===== src/hdl/length_prefixed_frame_parser_unit_macros.svh =====
// Assertion macros shared by the frame parser modules.
`ifndef LENGTH_PREFIXED_FRAME_PARSER_UNIT_MACROS_SVH
`define LENGTH_PREFIXED_FRAME_PARSER_UNIT_MACROS_SVH

// Implication checked on every clock edge outside reset.
`define LPFP_ASSERT_IMPL(lbl, clk, rst_n, ante, cons) \
    lbl: assert property (@(posedge clk) disable iff (!rst_n) (ante) |-> (cons)) \
        else $error("implication check failed");

// Implication whose consequent is checked in the cycle after the antecedent.
`define LPFP_ASSERT_NEXT(lbl, clk, rst_n, ante, cons) \
    lbl: assert property (@(posedge clk) disable iff (!rst_n) (ante) |=> (cons)) \
        else $error("next-cycle check failed");

`endif


===== src/hdl/lpfp_pkg.sv =====
package lpfp_pkg;

    localparam int MAX_PAYLOAD  = 48;
    localparam int BUF_DEPTH    = 60;
    localparam int ADDR_W       = $clog2(BUF_DEPTH);
    localparam int MEM_SIZE     = 2 ** ADDR_W;
    localparam int CNT_W        = $clog2(BUF_DEPTH + 1);
    localparam int LEN_W        = 6;
    localparam int TOT_W        = CNT_W + 1;

    typedef enum logic [2:0] {
        CFG_HDR_LEN   = 3'd0,
        CFG_HDR_BYTES = 3'd1,
        CFG_LEN_SIZE  = 3'd2,
        CFG_ORDER     = 3'd3,
        CFG_CSUM_SIZE = 3'd4,
        CFG_CSUM_CHK  = 3'd5,
        CFG_CSUM_SEED = 3'd6,
        CFG_MAX_LEN   = 3'd7
    } t_cfg_idx;

    typedef enum logic [1:0] {
        ST_OK       = 2'd0,
        ST_HDR_ERR  = 2'd1,
        ST_LEN_ERR  = 2'd2,
        ST_CSUM_ERR = 2'd3
    } t_status;

    typedef enum logic [1:0] {
        RD_HDR = 2'd0,
        RD_LEN = 2'd1,
        RD_SUM = 2'd2,
        RD_TRL = 2'd3
    } t_rd_sel;

    typedef enum logic [3:0] {
        S_IDLE,
        S_HDR_CHK,
        S_HDR_RD,
        S_HDR_CMP,
        S_LEN_CHK,
        S_LEN_RD,
        S_LEN_ACC,
        S_LIM_CHK,
        S_SUM_RD,
        S_SUM_ACC,
        S_TRL_RD,
        S_TRL_CMP,
        S_EMIT,
        S_FLUSH
    } t_state;

    typedef struct packed {
        logic    accept;
        logic    idx_clr;
        logic    idx_inc;
        logic    len_clr;
        logic    len_acc;
        logic    sum_init;
        logic    sum_acc;
        logic    rd_en;
        t_rd_sel rd_sel;
        logic    res_load;
        t_status res_code;
        logic    emit;
        logic    flush;
    } t_cmd;

    typedef struct packed {
        logic cnt_lt_hl;
        logic hl_zero;
        logic hdr_mism;
        logic idx_last_hl;
        logic cnt_lt_hl_ls;
        logic idx_last_ls;
        logic len_gt_lim;
        logic cnt_lt_total;
        logic chk_on;
        logic len_zero;
        logic idx_last_len;
        logic sum_bad;
        logic emit_block;
        logic pend_valid;
    } t_sts;

endpackage


===== src/hdl/lpfp_ctrl.sv =====
`include "length_prefixed_frame_parser_unit_macros.svh"

module lpfp_ctrl (
    input  logic           i_clk,
    input  logic           i_rst_n,
    input  logic           i_in_valid,
    output logic           o_in_ready,
    input  lpfp_pkg::t_sts i_sts,
    output lpfp_pkg::t_cmd o_cmd
);

    lpfp_pkg::t_state r_state;
    lpfp_pkg::t_state n_state;

    always_ff @(posedge i_clk) begin
        if (!i_rst_n) begin
            r_state <= lpfp_pkg::S_IDLE;
        end else begin
            r_state <= n_state;
        end
    end

    always_comb begin
        n_state = r_state;
        case (r_state)
            lpfp_pkg::S_IDLE: begin
                if (i_in_valid) n_state = lpfp_pkg::S_HDR_CHK;
            end
            lpfp_pkg::S_HDR_CHK: begin
                if (i_sts.cnt_lt_hl)    n_state = lpfp_pkg::S_FLUSH;
                else if (i_sts.hl_zero) n_state = lpfp_pkg::S_LEN_CHK;
                else                    n_state = lpfp_pkg::S_HDR_RD;
            end
            lpfp_pkg::S_HDR_RD: n_state = lpfp_pkg::S_HDR_CMP;
            lpfp_pkg::S_HDR_CMP: begin
                if (i_sts.hdr_mism)         n_state = lpfp_pkg::S_EMIT;
                else if (i_sts.idx_last_hl) n_state = lpfp_pkg::S_LEN_CHK;
                else                        n_state = lpfp_pkg::S_HDR_RD;
            end
            lpfp_pkg::S_LEN_CHK: begin
                if (i_sts.cnt_lt_hl_ls) n_state = lpfp_pkg::S_FLUSH;
                else                    n_state = lpfp_pkg::S_LEN_RD;
            end
            lpfp_pkg::S_LEN_RD: n_state = lpfp_pkg::S_LEN_ACC;
            lpfp_pkg::S_LEN_ACC: begin
                if (i_sts.idx_last_ls) n_state = lpfp_pkg::S_LIM_CHK;
                else                   n_state = lpfp_pkg::S_LEN_RD;
            end
            lpfp_pkg::S_LIM_CHK: begin
                if (i_sts.len_gt_lim)        n_state = lpfp_pkg::S_EMIT;
                else if (i_sts.cnt_lt_total) n_state = lpfp_pkg::S_FLUSH;
                else if (!i_sts.chk_on)      n_state = lpfp_pkg::S_EMIT;
                else if (i_sts.len_zero)     n_state = lpfp_pkg::S_TRL_RD;
                else                         n_state = lpfp_pkg::S_SUM_RD;
            end
            lpfp_pkg::S_SUM_RD: n_state = lpfp_pkg::S_SUM_ACC;
            lpfp_pkg::S_SUM_ACC: begin
                if (i_sts.idx_last_len) n_state = lpfp_pkg::S_TRL_RD;
                else                    n_state = lpfp_pkg::S_SUM_RD;
            end
            lpfp_pkg::S_TRL_RD:  n_state = lpfp_pkg::S_TRL_CMP;
            lpfp_pkg::S_TRL_CMP: n_state = lpfp_pkg::S_EMIT;
            lpfp_pkg::S_EMIT: begin
                if (!i_sts.emit_block) n_state = lpfp_pkg::S_HDR_CHK;
            end
            lpfp_pkg::S_FLUSH: begin
                if (!i_sts.emit_block) n_state = lpfp_pkg::S_IDLE;
            end
            default: n_state = lpfp_pkg::S_IDLE;
        endcase
    end

    always_comb begin
        o_cmd          = '0;
        o_cmd.rd_sel   = lpfp_pkg::RD_HDR;
        o_cmd.res_code = lpfp_pkg::ST_OK;
        o_in_ready     = 1'b0;
        case (r_state)
            lpfp_pkg::S_IDLE: begin
                o_in_ready   = 1'b1;
                o_cmd.accept = i_in_valid;
            end
            lpfp_pkg::S_HDR_CHK: o_cmd.idx_clr = 1'b1;
            lpfp_pkg::S_HDR_RD: begin
                o_cmd.rd_en  = 1'b1;
                o_cmd.rd_sel = lpfp_pkg::RD_HDR;
            end
            lpfp_pkg::S_HDR_CMP: begin
                o_cmd.idx_inc  = 1'b1;
                o_cmd.res_load = i_sts.hdr_mism;
                o_cmd.res_code = lpfp_pkg::ST_HDR_ERR;
            end
            lpfp_pkg::S_LEN_CHK: begin
                o_cmd.idx_clr = 1'b1;
                o_cmd.len_clr = 1'b1;
            end
            lpfp_pkg::S_LEN_RD: begin
                o_cmd.rd_en  = 1'b1;
                o_cmd.rd_sel = lpfp_pkg::RD_LEN;
            end
            lpfp_pkg::S_LEN_ACC: begin
                o_cmd.len_acc = 1'b1;
                o_cmd.idx_inc = 1'b1;
            end
            lpfp_pkg::S_LIM_CHK: begin
                o_cmd.idx_clr  = 1'b1;
                o_cmd.sum_init = 1'b1;
                o_cmd.res_load = 1'b1;
                o_cmd.res_code = i_sts.len_gt_lim ? lpfp_pkg::ST_LEN_ERR : lpfp_pkg::ST_OK;
            end
            lpfp_pkg::S_SUM_RD: begin
                o_cmd.rd_en  = 1'b1;
                o_cmd.rd_sel = lpfp_pkg::RD_SUM;
            end
            lpfp_pkg::S_SUM_ACC: begin
                o_cmd.sum_acc = 1'b1;
                o_cmd.idx_inc = 1'b1;
            end
            lpfp_pkg::S_TRL_RD: begin
                o_cmd.rd_en  = 1'b1;
                o_cmd.rd_sel = lpfp_pkg::RD_TRL;
            end
            lpfp_pkg::S_TRL_CMP: begin
                o_cmd.res_load = 1'b1;
                o_cmd.res_code = i_sts.sum_bad ? lpfp_pkg::ST_CSUM_ERR : lpfp_pkg::ST_OK;
            end
            lpfp_pkg::S_EMIT:  o_cmd.emit  = !i_sts.emit_block;
            lpfp_pkg::S_FLUSH: o_cmd.flush = !i_sts.emit_block;
            default: o_cmd = '0;
        endcase
    end

    `LPFP_ASSERT_IMPL(a_idle_no_pending, i_clk, i_rst_n, r_state == lpfp_pkg::S_IDLE, !i_sts.pend_valid)
    `LPFP_ASSERT_NEXT(a_emit_rescans, i_clk, i_rst_n, o_cmd.emit, r_state == lpfp_pkg::S_HDR_CHK)

endmodule


===== src/hdl/lpfp_dpath.sv =====
`include "length_prefixed_frame_parser_unit_macros.svh"

module lpfp_dpath (
    input  logic                           i_clk,
    input  logic                           i_rst_n,
    input  logic [7:0]                     i_in_byte,
    input  logic                           i_cfg_we,
    input  logic [2:0]                     i_cfg_index,
    input  logic [31:0]                    i_cfg_data,
    output logic                           o_out_valid,
    input  logic                           i_out_ready,
    output logic [1:0]                     o_status,
    output logic [lpfp_pkg::LEN_W-1:0]     o_frame_length,
    output logic                           o_last,
    input  lpfp_pkg::t_cmd                 i_cmd,
    output lpfp_pkg::t_sts                 o_sts
);

    localparam int AW = lpfp_pkg::ADDR_W;
    localparam int CW = lpfp_pkg::CNT_W;
    localparam int TW = lpfp_pkg::TOT_W;
    localparam int LW = lpfp_pkg::LEN_W;

    // Configuration registers.
    logic [2:0]  r_hdr_len;
    logic [31:0] r_hdr_bytes;
    logic [1:0]  r_len_size;
    logic [1:0]  r_order;
    logic [1:0]  r_csum_size;
    logic        r_csum_chk;
    logic [7:0]  r_seed;
    logic [5:0]  r_max_len;

    always_ff @(posedge i_clk) begin
        if (!i_rst_n) begin
            r_hdr_len   <= '0;
            r_hdr_bytes <= '0;
            r_len_size  <= 2'd1;
            r_order     <= '0;
            r_csum_size <= '0;
            r_csum_chk  <= 1'b0;
            r_seed      <= '0;
            r_max_len   <= 6'(lpfp_pkg::MAX_PAYLOAD);
        end else if (i_cfg_we) begin
            case (lpfp_pkg::t_cfg_idx'(i_cfg_index))
                lpfp_pkg::CFG_HDR_LEN:   r_hdr_len   <= i_cfg_data[2:0];
                lpfp_pkg::CFG_HDR_BYTES: r_hdr_bytes <= i_cfg_data;
                lpfp_pkg::CFG_LEN_SIZE:  r_len_size  <= i_cfg_data[1:0];
                lpfp_pkg::CFG_ORDER:     r_order     <= i_cfg_data[1:0];
                lpfp_pkg::CFG_CSUM_SIZE: r_csum_size <= i_cfg_data[1:0];
                lpfp_pkg::CFG_CSUM_CHK:  r_csum_chk  <= i_cfg_data[0];
                lpfp_pkg::CFG_CSUM_SEED: r_seed      <= i_cfg_data[7:0];
                lpfp_pkg::CFG_MAX_LEN:   r_max_len   <= i_cfg_data[5:0];
                default: ;
            endcase
        end
    end

    logic [2:0] hl;
    logic [2:0] ls;
    logic [2:0] cs;
    logic [5:0] limit;

    assign hl    = (r_hdr_len > 3'd4) ? 3'd4 : r_hdr_len;
    assign limit = (r_max_len > 6'(lpfp_pkg::MAX_PAYLOAD)) ? 6'(lpfp_pkg::MAX_PAYLOAD)
                                                           : r_max_len;
    always_comb begin
        case (r_len_size)
            2'd0:    ls = 3'd1;
            2'd1:    ls = 3'd2;
            default: ls = 3'd4;
        endcase
        case (r_csum_size)
            2'd0:    cs = 3'd0;
            2'd1:    cs = 3'd1;
            2'd2:    cs = 3'd2;
            default: cs = 3'd4;
        endcase
    end

    // Circular byte buffer: oldest byte at r_head, r_cnt bytes held.
    logic [7:0]    mem [lpfp_pkg::MEM_SIZE];
    logic [AW-1:0] r_head;
    logic [CW-1:0] r_cnt;
    logic [7:0]    r_rd_data;
    logic [CW-1:0] r_idx;
    logic [31:0]   r_plen;
    logic [7:0]    r_sum;
    logic [1:0]    r_res_status;
    logic [LW-1:0] r_res_len;
    logic          r_pend_valid;
    logic [1:0]    r_pend_status;
    logic [LW-1:0] r_pend_len;
    logic          r_out_valid;
    logic [1:0]    r_out_status;
    logic [LW-1:0] r_out_len;
    logic          r_out_last;

    logic          buf_full;
    logic [AW-1:0] wr_addr;
    logic [TW-1:0] total;
    logic [TW-1:0] rd_off;
    logic [AW-1:0] rd_addr;
    logic [TW-1:0] drop_n;
    logic [2:0]    trl_off;
    logic          out_busy;

    assign buf_full = (r_cnt == CW'(lpfp_pkg::BUF_DEPTH));
    assign wr_addr  = AW'({1'b0, r_head} + TW'(r_cnt));
    assign total    = TW'(hl) + TW'(ls) + TW'(r_plen[LW-1:0]) + TW'(cs);
    assign trl_off  = r_order[1] ? (cs - 3'd1) : 3'd0;

    always_comb begin
        case (i_cmd.rd_sel)
            lpfp_pkg::RD_HDR: rd_off = TW'(r_idx);
            lpfp_pkg::RD_LEN: rd_off = TW'(hl) + TW'(r_idx);
            lpfp_pkg::RD_SUM: rd_off = TW'(hl) + TW'(ls) + TW'(r_idx);
            lpfp_pkg::RD_TRL: rd_off = TW'(hl) + TW'(ls) + TW'(r_plen[LW-1:0]) + TW'(trl_off);
            default:          rd_off = '0;
        endcase
    end
    assign rd_addr = AW'(TW'(r_head) + rd_off);

    always_ff @(posedge i_clk) begin
        if (i_cmd.accept) mem[wr_addr] <= i_in_byte;
        if (i_cmd.rd_en)  r_rd_data    <= mem[rd_addr];
    end

    // An error drops one byte; a good frame is consumed whole.
    assign drop_n = (r_res_status == lpfp_pkg::ST_OK) ? total : TW'(1);

    always_ff @(posedge i_clk) begin
        if (!i_rst_n) begin
            r_head <= '0;
            r_cnt  <= '0;
        end else if (i_cmd.accept) begin
            if (buf_full) r_head <= r_head + AW'(1);
            else          r_cnt  <= r_cnt + CW'(1);
        end else if (i_cmd.emit) begin
            r_head <= AW'(TW'(r_head) + drop_n);
            r_cnt  <= CW'(TW'(r_cnt) - drop_n);
        end
    end

    always_ff @(posedge i_clk) begin
        if (i_cmd.idx_clr)      r_idx <= '0;
        else if (i_cmd.idx_inc) r_idx <= r_idx + CW'(1);
        if (i_cmd.len_clr) begin
            r_plen <= '0;
        end else if (i_cmd.len_acc) begin
            if (r_order[0]) r_plen <= {r_plen[23:0], r_rd_data};
            else            r_plen <= r_plen | ({24'd0, r_rd_data} << {r_idx[1:0], 3'b000});
        end
        if (i_cmd.sum_init)     r_sum <= r_seed;
        else if (i_cmd.sum_acc) r_sum <= r_sum + r_rd_data;
        if (i_cmd.res_load) begin
            r_res_status <= i_cmd.res_code;
            r_res_len    <= (i_cmd.res_code == lpfp_pkg::ST_OK) ? r_plen[LW-1:0] : '0;
        end
    end

    // The newest result waits in a pending slot until the next one or the end of
    // the scan tells whether it is the last for this word.
    assign out_busy = r_out_valid && !i_out_ready;

    always_ff @(posedge i_clk) begin
        if (!i_rst_n) begin
            r_pend_valid <= 1'b0;
            r_out_valid  <= 1'b0;
        end else begin
            if ((i_cmd.emit || i_cmd.flush) && r_pend_valid) begin
                r_out_valid  <= 1'b1;
                r_out_status <= r_pend_status;
                r_out_len    <= r_pend_len;
                r_out_last   <= i_cmd.flush;
            end else if (i_out_ready) begin
                r_out_valid <= 1'b0;
            end
            if (i_cmd.emit) begin
                r_pend_valid  <= 1'b1;
                r_pend_status <= r_res_status;
                r_pend_len    <= r_res_len;
            end else if (i_cmd.flush) begin
                r_pend_valid <= 1'b0;
            end
        end
    end

    assign o_out_valid    = r_out_valid;
    assign o_status       = r_out_status;
    assign o_frame_length = r_out_len;
    assign o_last         = r_out_last;

    always_comb begin
        o_sts.cnt_lt_hl    = r_cnt < CW'(hl);
        o_sts.hl_zero      = (hl == 3'd0);
        o_sts.hdr_mism     = r_rd_data != r_hdr_bytes[{r_idx[1:0], 3'b000} +: 8];
        o_sts.idx_last_hl  = (r_idx + CW'(1)) == CW'(hl);
        o_sts.cnt_lt_hl_ls = TW'(r_cnt) < (TW'(hl) + TW'(ls));
        o_sts.idx_last_ls  = (r_idx + CW'(1)) == CW'(ls);
        o_sts.len_gt_lim   = r_plen > {26'd0, limit};
        o_sts.cnt_lt_total = TW'(r_cnt) < total;
        o_sts.chk_on       = r_csum_chk && (cs != 3'd0);
        o_sts.len_zero     = (r_plen[LW-1:0] == '0);
        o_sts.idx_last_len = (r_idx + CW'(1)) == CW'(r_plen[LW-1:0]);
        o_sts.sum_bad      = r_sum != r_rd_data;
        o_sts.emit_block   = r_pend_valid && out_busy;
        o_sts.pend_valid   = r_pend_valid;
    end

    `LPFP_ASSERT_IMPL(a_cnt_bound, i_clk, i_rst_n, 1'b1, r_cnt <= CW'(lpfp_pkg::BUF_DEPTH))

endmodule


===== src/hdl/length_prefixed_frame_parser_unit.sv =====
// Channel  Direction  Handshake                      Payload
// in       input      i_in_valid / o_in_ready        i_in_byte
// out      output     o_out_valid / i_out_ready      o_status, o_frame_length, o_last
// cfg      input      i_cfg_we (no wait)             i_cfg_index, i_cfg_data
//
// A word is taken only when the scan controller is idle; each scan step makes one decision, and
// every buffer byte is read through the single read port into a register before it is used.
// A word that leaves too few bytes to start the header or length check ends the scan with a
// flush, and each error restarts the scan.
// Reset is synchronous and clears the buffer pointer and count, the configuration, the scan
// state and the pending and output valid flags.
// A stalled output holds the scan only when a second result is ready to be handed over.
module length_prefixed_frame_parser_unit (
    input  logic                       i_clk,
    input  logic                       i_rst_n,
    input  logic                       i_in_valid,
    output logic                       o_in_ready,
    input  logic [7:0]                 i_in_byte,
    output logic                       o_out_valid,
    input  logic                       i_out_ready,
    output logic [1:0]                 o_status,
    output logic [lpfp_pkg::LEN_W-1:0] o_frame_length,
    output logic                       o_last,
    input  logic                       i_cfg_we,
    input  logic [2:0]                 i_cfg_index,
    input  logic [31:0]                i_cfg_data
);

    lpfp_pkg::t_cmd cmd;
    lpfp_pkg::t_sts sts;

    lpfp_ctrl u_ctrl (
        .i_clk      (i_clk),
        .i_rst_n    (i_rst_n),
        .i_in_valid (i_in_valid),
        .o_in_ready (o_in_ready),
        .i_sts      (sts),
        .o_cmd      (cmd)
    );

    lpfp_dpath u_dpath (
        .i_clk          (i_clk),
        .i_rst_n        (i_rst_n),
        .i_in_byte      (i_in_byte),
        .i_cfg_we       (i_cfg_we),
        .i_cfg_index    (i_cfg_index),
        .i_cfg_data     (i_cfg_data),
        .o_out_valid    (o_out_valid),
        .i_out_ready    (i_out_ready),
        .o_status       (o_status),
        .o_frame_length (o_frame_length),
        .o_last         (o_last),
        .i_cmd          (cmd),
        .o_sts          (sts)
    );

endmodule

===== config.mk =====
export PLATFORM = sky130hd
export DESIGN_NAME = length_prefixed_frame_parser_unit
export DESIGN_NICKNAME = d
export VERILOG_FILES = /design/src/hdl/lpfp_pkg.sv /design/src/hdl/lpfp_ctrl.sv /design/src/hdl/lpfp_dpath.sv /design/src/hdl/length_prefixed_frame_parser_unit.sv
export VERILOG_INCLUDE_DIRS = /design/src /design/src/hdl
export SDC_FILE = /design/constraint.sdc
export NUM_CORES = 1
export LEC_CHECK = 0
export ABC_AREA = 1
export BUFFER_PORTS_ARGS = -buffer_cell sky130_fd_sc_hd__clkbuf_2
export CAP_MARGIN = 40
export CELL_PAD_IN_SITES_DETAIL_PLACEMENT = 0
export CELL_PAD_IN_SITES_GLOBAL_PLACEMENT = 2
export CORE_MARGIN = 3
export CORE_UTILIZATION = 42
export CTS_CLUSTER_DIAMETER = 60
export DETAILED_ROUTE_END_ITERATION = 12
export PLACE_DENSITY_LB_ADDON = 0.1
export SKIP_LAST_GASP = 1
export SYNTH_ARGS = -nofsm -noshare
export SYNTH_HDL_FRONTEND = slang
export SYNTH_SLANG_ARGS = --single-unit

===== constraint.sdc =====
create_clock -name i_clk -period 5.9 [get_ports i_clk]
set_input_delay 0.59 -clock i_clk [delete_from_list [all_inputs] [get_ports i_clk]]
set_output_delay 0.59 -clock i_clk [all_outputs]
set_load 0.02 [all_outputs]

==> reports/metrics.cfg <==
[clock_network]
clkLatencyLatePin_ns=0.64
cts_buffers=78
hold_buffers=0
cts.htree.levels=3
cts.path.max_buffers=3
cts_clock_pin_slew_for_the_worst_setup_and_hold_paths_ns=0.06
cts_root_buf=sky130_fd_sc_hd__clkbuf_16
tritoncts=yes
cts_sinks=665

[synthesis]
number_of_synthesized_flops_with_an_enable_pin=553
synth_sequential_area_ratio_pct=62.8
async_set_or_reset_register_ratio_after_synthesis_pct=0
largest_family_of_logic_cells_by_synthesized_area=simple AND/OR/NAND/NOR gates
synthesis.nets=2930
post_synth_xor_area_fraction_pct=1.17
synth_compound_area_share_pct=11.5
synth_fa_ha_area_share_pct=3.52
post_synth_most_frequent_cells=sky130_fd_sc_hd__nor2_1 (558), sky130_fd_sc_hd__edfxtp_1 (553), sky130_fd_sc_hd__nand2_1 (348), sky130_fd_sc_hd__o21ai_0 (250), sky130_fd_sc_hd__inv_1 (145)
netlist_instances=2803
netlist-cell-type-count=57
synthFlopType=sky130_fd_sc_hd__edfxtp_1
netlist.area_leader.share_pct=55.4
synthesis.yosys.warnings=0
synth-simple-area-share_pct=14.7
yosys.area.top_type=sky130_fd_sc_hd__edfxtp_1
synth_area_per_cell_um2=10.7
mappedNetlistArea_um2=30000
synth_seq_cells=665
synth_area_leaders=sky130_fd_sc_hd__edfxtp_1 (55%), sky130_fd_sc_hd__dfxtp_1 (7.5%), sky130_fd_sc_hd__nor2_1 (7.0%)
synthMuxAreaShare_pct=2.17
synth_most_common_cell=sky130_fd_sc_hd__nor2_1

[floorplanning]
floorplan.die.width_um=273
starting_utilization_of_the_core_area_pct=42.6
floorplan.io_pins=59
core_area_um2=70400
row_count=97
die_y_um=273
die_ar_um2=74700

[run]
drv.max_cap_violation_count=0

[sta]
fmaxAchievable_mhz=179
finalWorstPathRequiredPeriod_ns=5.58
rsz0062_at_grt=false
holdWs_ns=0.197
slew_headroom_pct=41.0
post-route-worst-setup-slack_ns=0.317
final.period_utilization_pct=94.6
report.final.slew_viol_count=0
fin_setup_tns_ns=0
report.final.setup_viol=0
worst-slew-pin-transition_ns=0.881
final-hold-violation-count=0
timing.clock.skew_ns=0.0333

[routing]
drc_errors=0
detail_route.wl_per_cell_um=21.7
detailedRoute.firstPassIterationCount=5
ant_nets=0
wl_met1_mm=37.2
detail_route.iter0.violations=1698
met3_length_mm=3.75
top_layer_used=met4
vias=20897
dr_wl_met2_mm=40.6
route.detailed.vias_per_inst=5.42
totalWireLength_mm=83.7

[global_routing]
initial_antenna_violation_count=0
grt-ovfl-total=0
grt_start_max_net_pins=84
first_global_vias=20662
groute.usage.overall_pct=22.3
grt_first_pass_wirelength_mm=127

[worst_hold_path]
hp-class=input port to register
timing.hold.worst.start=i_cfg_data[28]

[critical_path]
cp-end-kind=register
critPathRequiredTime_ns=6.38
crit-reg2reg-launch=u_dpath.r_len_size[0]$_SDFFE_PN1P_
critPathArrivalTime_ns=6.06
critical_path.max_fanout=41
path_class=register to register
worst_setup_path_startpoint=u_dpath.r_len_size[0]$_SDFFE_PN1P_
setup.worst_path.start_class=register

[placed_design]
globalplace.congestion=0.859
dp_hpwl_mm=53.0
dp_worst_setup_slack_ns=0.257
place_inst=3709
numPortBuffers=58

[layout]
layout.cells.non_filler=3858
final_layout_size_suffix_gt1_share_pct=9.80
area_growth_pct=14.0
fin_nets=2980
n_antenna_cell=0

[status]
status=completed

cell type report:
type	count	area [um2]
Multi-Input combinational cell	1835	10000
Inverter	160	609
Timing Repair Buffer	112	885
Tap cell	940	1180
Sequential cell	665	18800
Clock inverter	46	513
Clock buffer	99	2160
Timing Repair inverter	1	5.00
Fill cell	6457	36200
per-stage QoR:
stage	util, %	cell area (um2)
after floorplan	-	30000
after global placement	44.5	31400
after detailed placement	44.6	31400
after CTS	48.4	34100
after global routing	48.6	34200
final	48.6	34200
cell families (layout without fill, tap and decap cells):
kind of cell	count (synthesis)	after routing
AO/OA/AOI/OAI	572	572
XOR/XNOR	40	40
adder cells (fa/ha/maj)	79	79
buffers and inverters	303	418
flip-flops	665	665
multiplexers	65	65
AND/OR/NAND/NOR	1079	1079
state kept, by name (all words and copies together) (netlist names), 8 cells and up:
name / cells
u_dpath.mem: 512
u_dpath.r_hdr_bytes: 32
u_dpath.r_plen: 32
u_dpath.r_rd_data: 8
u_dpath.r_seed: 8
u_dpath.r_sum: 8
cell usage in the layout (no fill, tap or decap), types with 13 or more instances in the layout:
master,n
sky130_fd_sc_hd__inv_1,144
sky130_fd_sc_hd__o221ai_1,48
sky130_fd_sc_hd__ha_1,69
sky130_fd_sc_hd__buf_4,37
sky130_fd_sc_hd__edfxtp_1,553
sky130_fd_sc_hd__dfxtp_1,112
sky130_fd_sc_hd__clkbuf_2,58
sky130_fd_sc_hd__mux2i_1,65
sky130_fd_sc_hd__nor3_1,33
sky130_fd_sc_hd__o21ai_0,250
sky130_fd_sc_hd__o32ai_1,62
sky130_fd_sc_hd__nand2_1,347
sky130_fd_sc_hd__nand3_1,90
sky130_fd_sc_hd__clkinv_1,13
sky130_fd_sc_hd__xor2_1,30
sky130_fd_sc_hd__nor2_1,557
sky130_fd_sc_hd__a21oi_1,127
sky130_fd_sc_hd__clkbuf_1,13
sky130_fd_sc_hd__o31ai_1,15
sky130_fd_sc_hd__o22ai_1,20
sky130_fd_sc_hd__clkbuf_16,83
critical path, stage by stage (launching register included):
cell and delay, ns:
sky130_fd_sc_hd__dfxtp_1 0.34, sky130_fd_sc_hd__inv_1 0.06, sky130_fd_sc_hd__or2_2 0.31, sky130_fd_sc_hd__or2_2 0.31
sky130_fd_sc_hd__nand2_1 0.07, sky130_fd_sc_hd__inv_1 0.04, sky130_fd_sc_hd__ha_1 0.36, sky130_fd_sc_hd__fa_2 0.62
sky130_fd_sc_hd__inv_1 0.07, sky130_fd_sc_hd__fa_1 0.48, sky130_fd_sc_hd__o221ai_1 0.19, sky130_fd_sc_hd__o21ai_0 0.19
sky130_fd_sc_hd__fa_4 0.89, sky130_fd_sc_hd__buf_4 0.15, sky130_fd_sc_hd__buf_16 0.19, sky130_fd_sc_hd__o21ai_0 0.12
sky130_fd_sc_hd__o32ai_1 0.18, sky130_fd_sc_hd__nand2_1 0.22, sky130_fd_sc_hd__nand2_1 0.13, sky130_fd_sc_hd__nor2_1 0.04
sky130_fd_sc_hd__nor2_1 0.12, sky130_fd_sc_hd__nand2_1 0.08, sky130_fd_sc_hd__o21ai_1 0.08, sky130_fd_sc_hd__nand3_1 0.09
sky130_fd_sc_hd__nand2_1 0.09
metal layers:
metal	track usage, %	vias to the layer above
met1	30.3	10190
met5	0	-
met4	6.59	0
met2	37.4	512
li1	-	10071
met3	2.73	124
worst paths after layout:
check	to	slack, ns	cells past startpoint
worst max-delay path	u_dpath.r_rd_data[4]$_DFFE_PP_	0.32	24
worst min-delay path	u_dpath.r_hdr_bytes[28]$_SDFFE_PN0P_	0.20	3
worst max register to register	u_dpath.r_rd_data[4]$_DFFE_PP_	0.32	24
worst min register to register	u_dpath.o_frame_length[0]$_DFFE_PP_	0.42	0
timing repair:
item / 4_1_cts / 5_1_grt
buffers inserted: 0 / 2
endpoints found under the setup margin: 0 / 8
gates resized for setup: 0 / 13
Power is left out: the tool's default activity adds up to more than one toggle a clock period on the data nets, which glitch-free logic cannot reach.
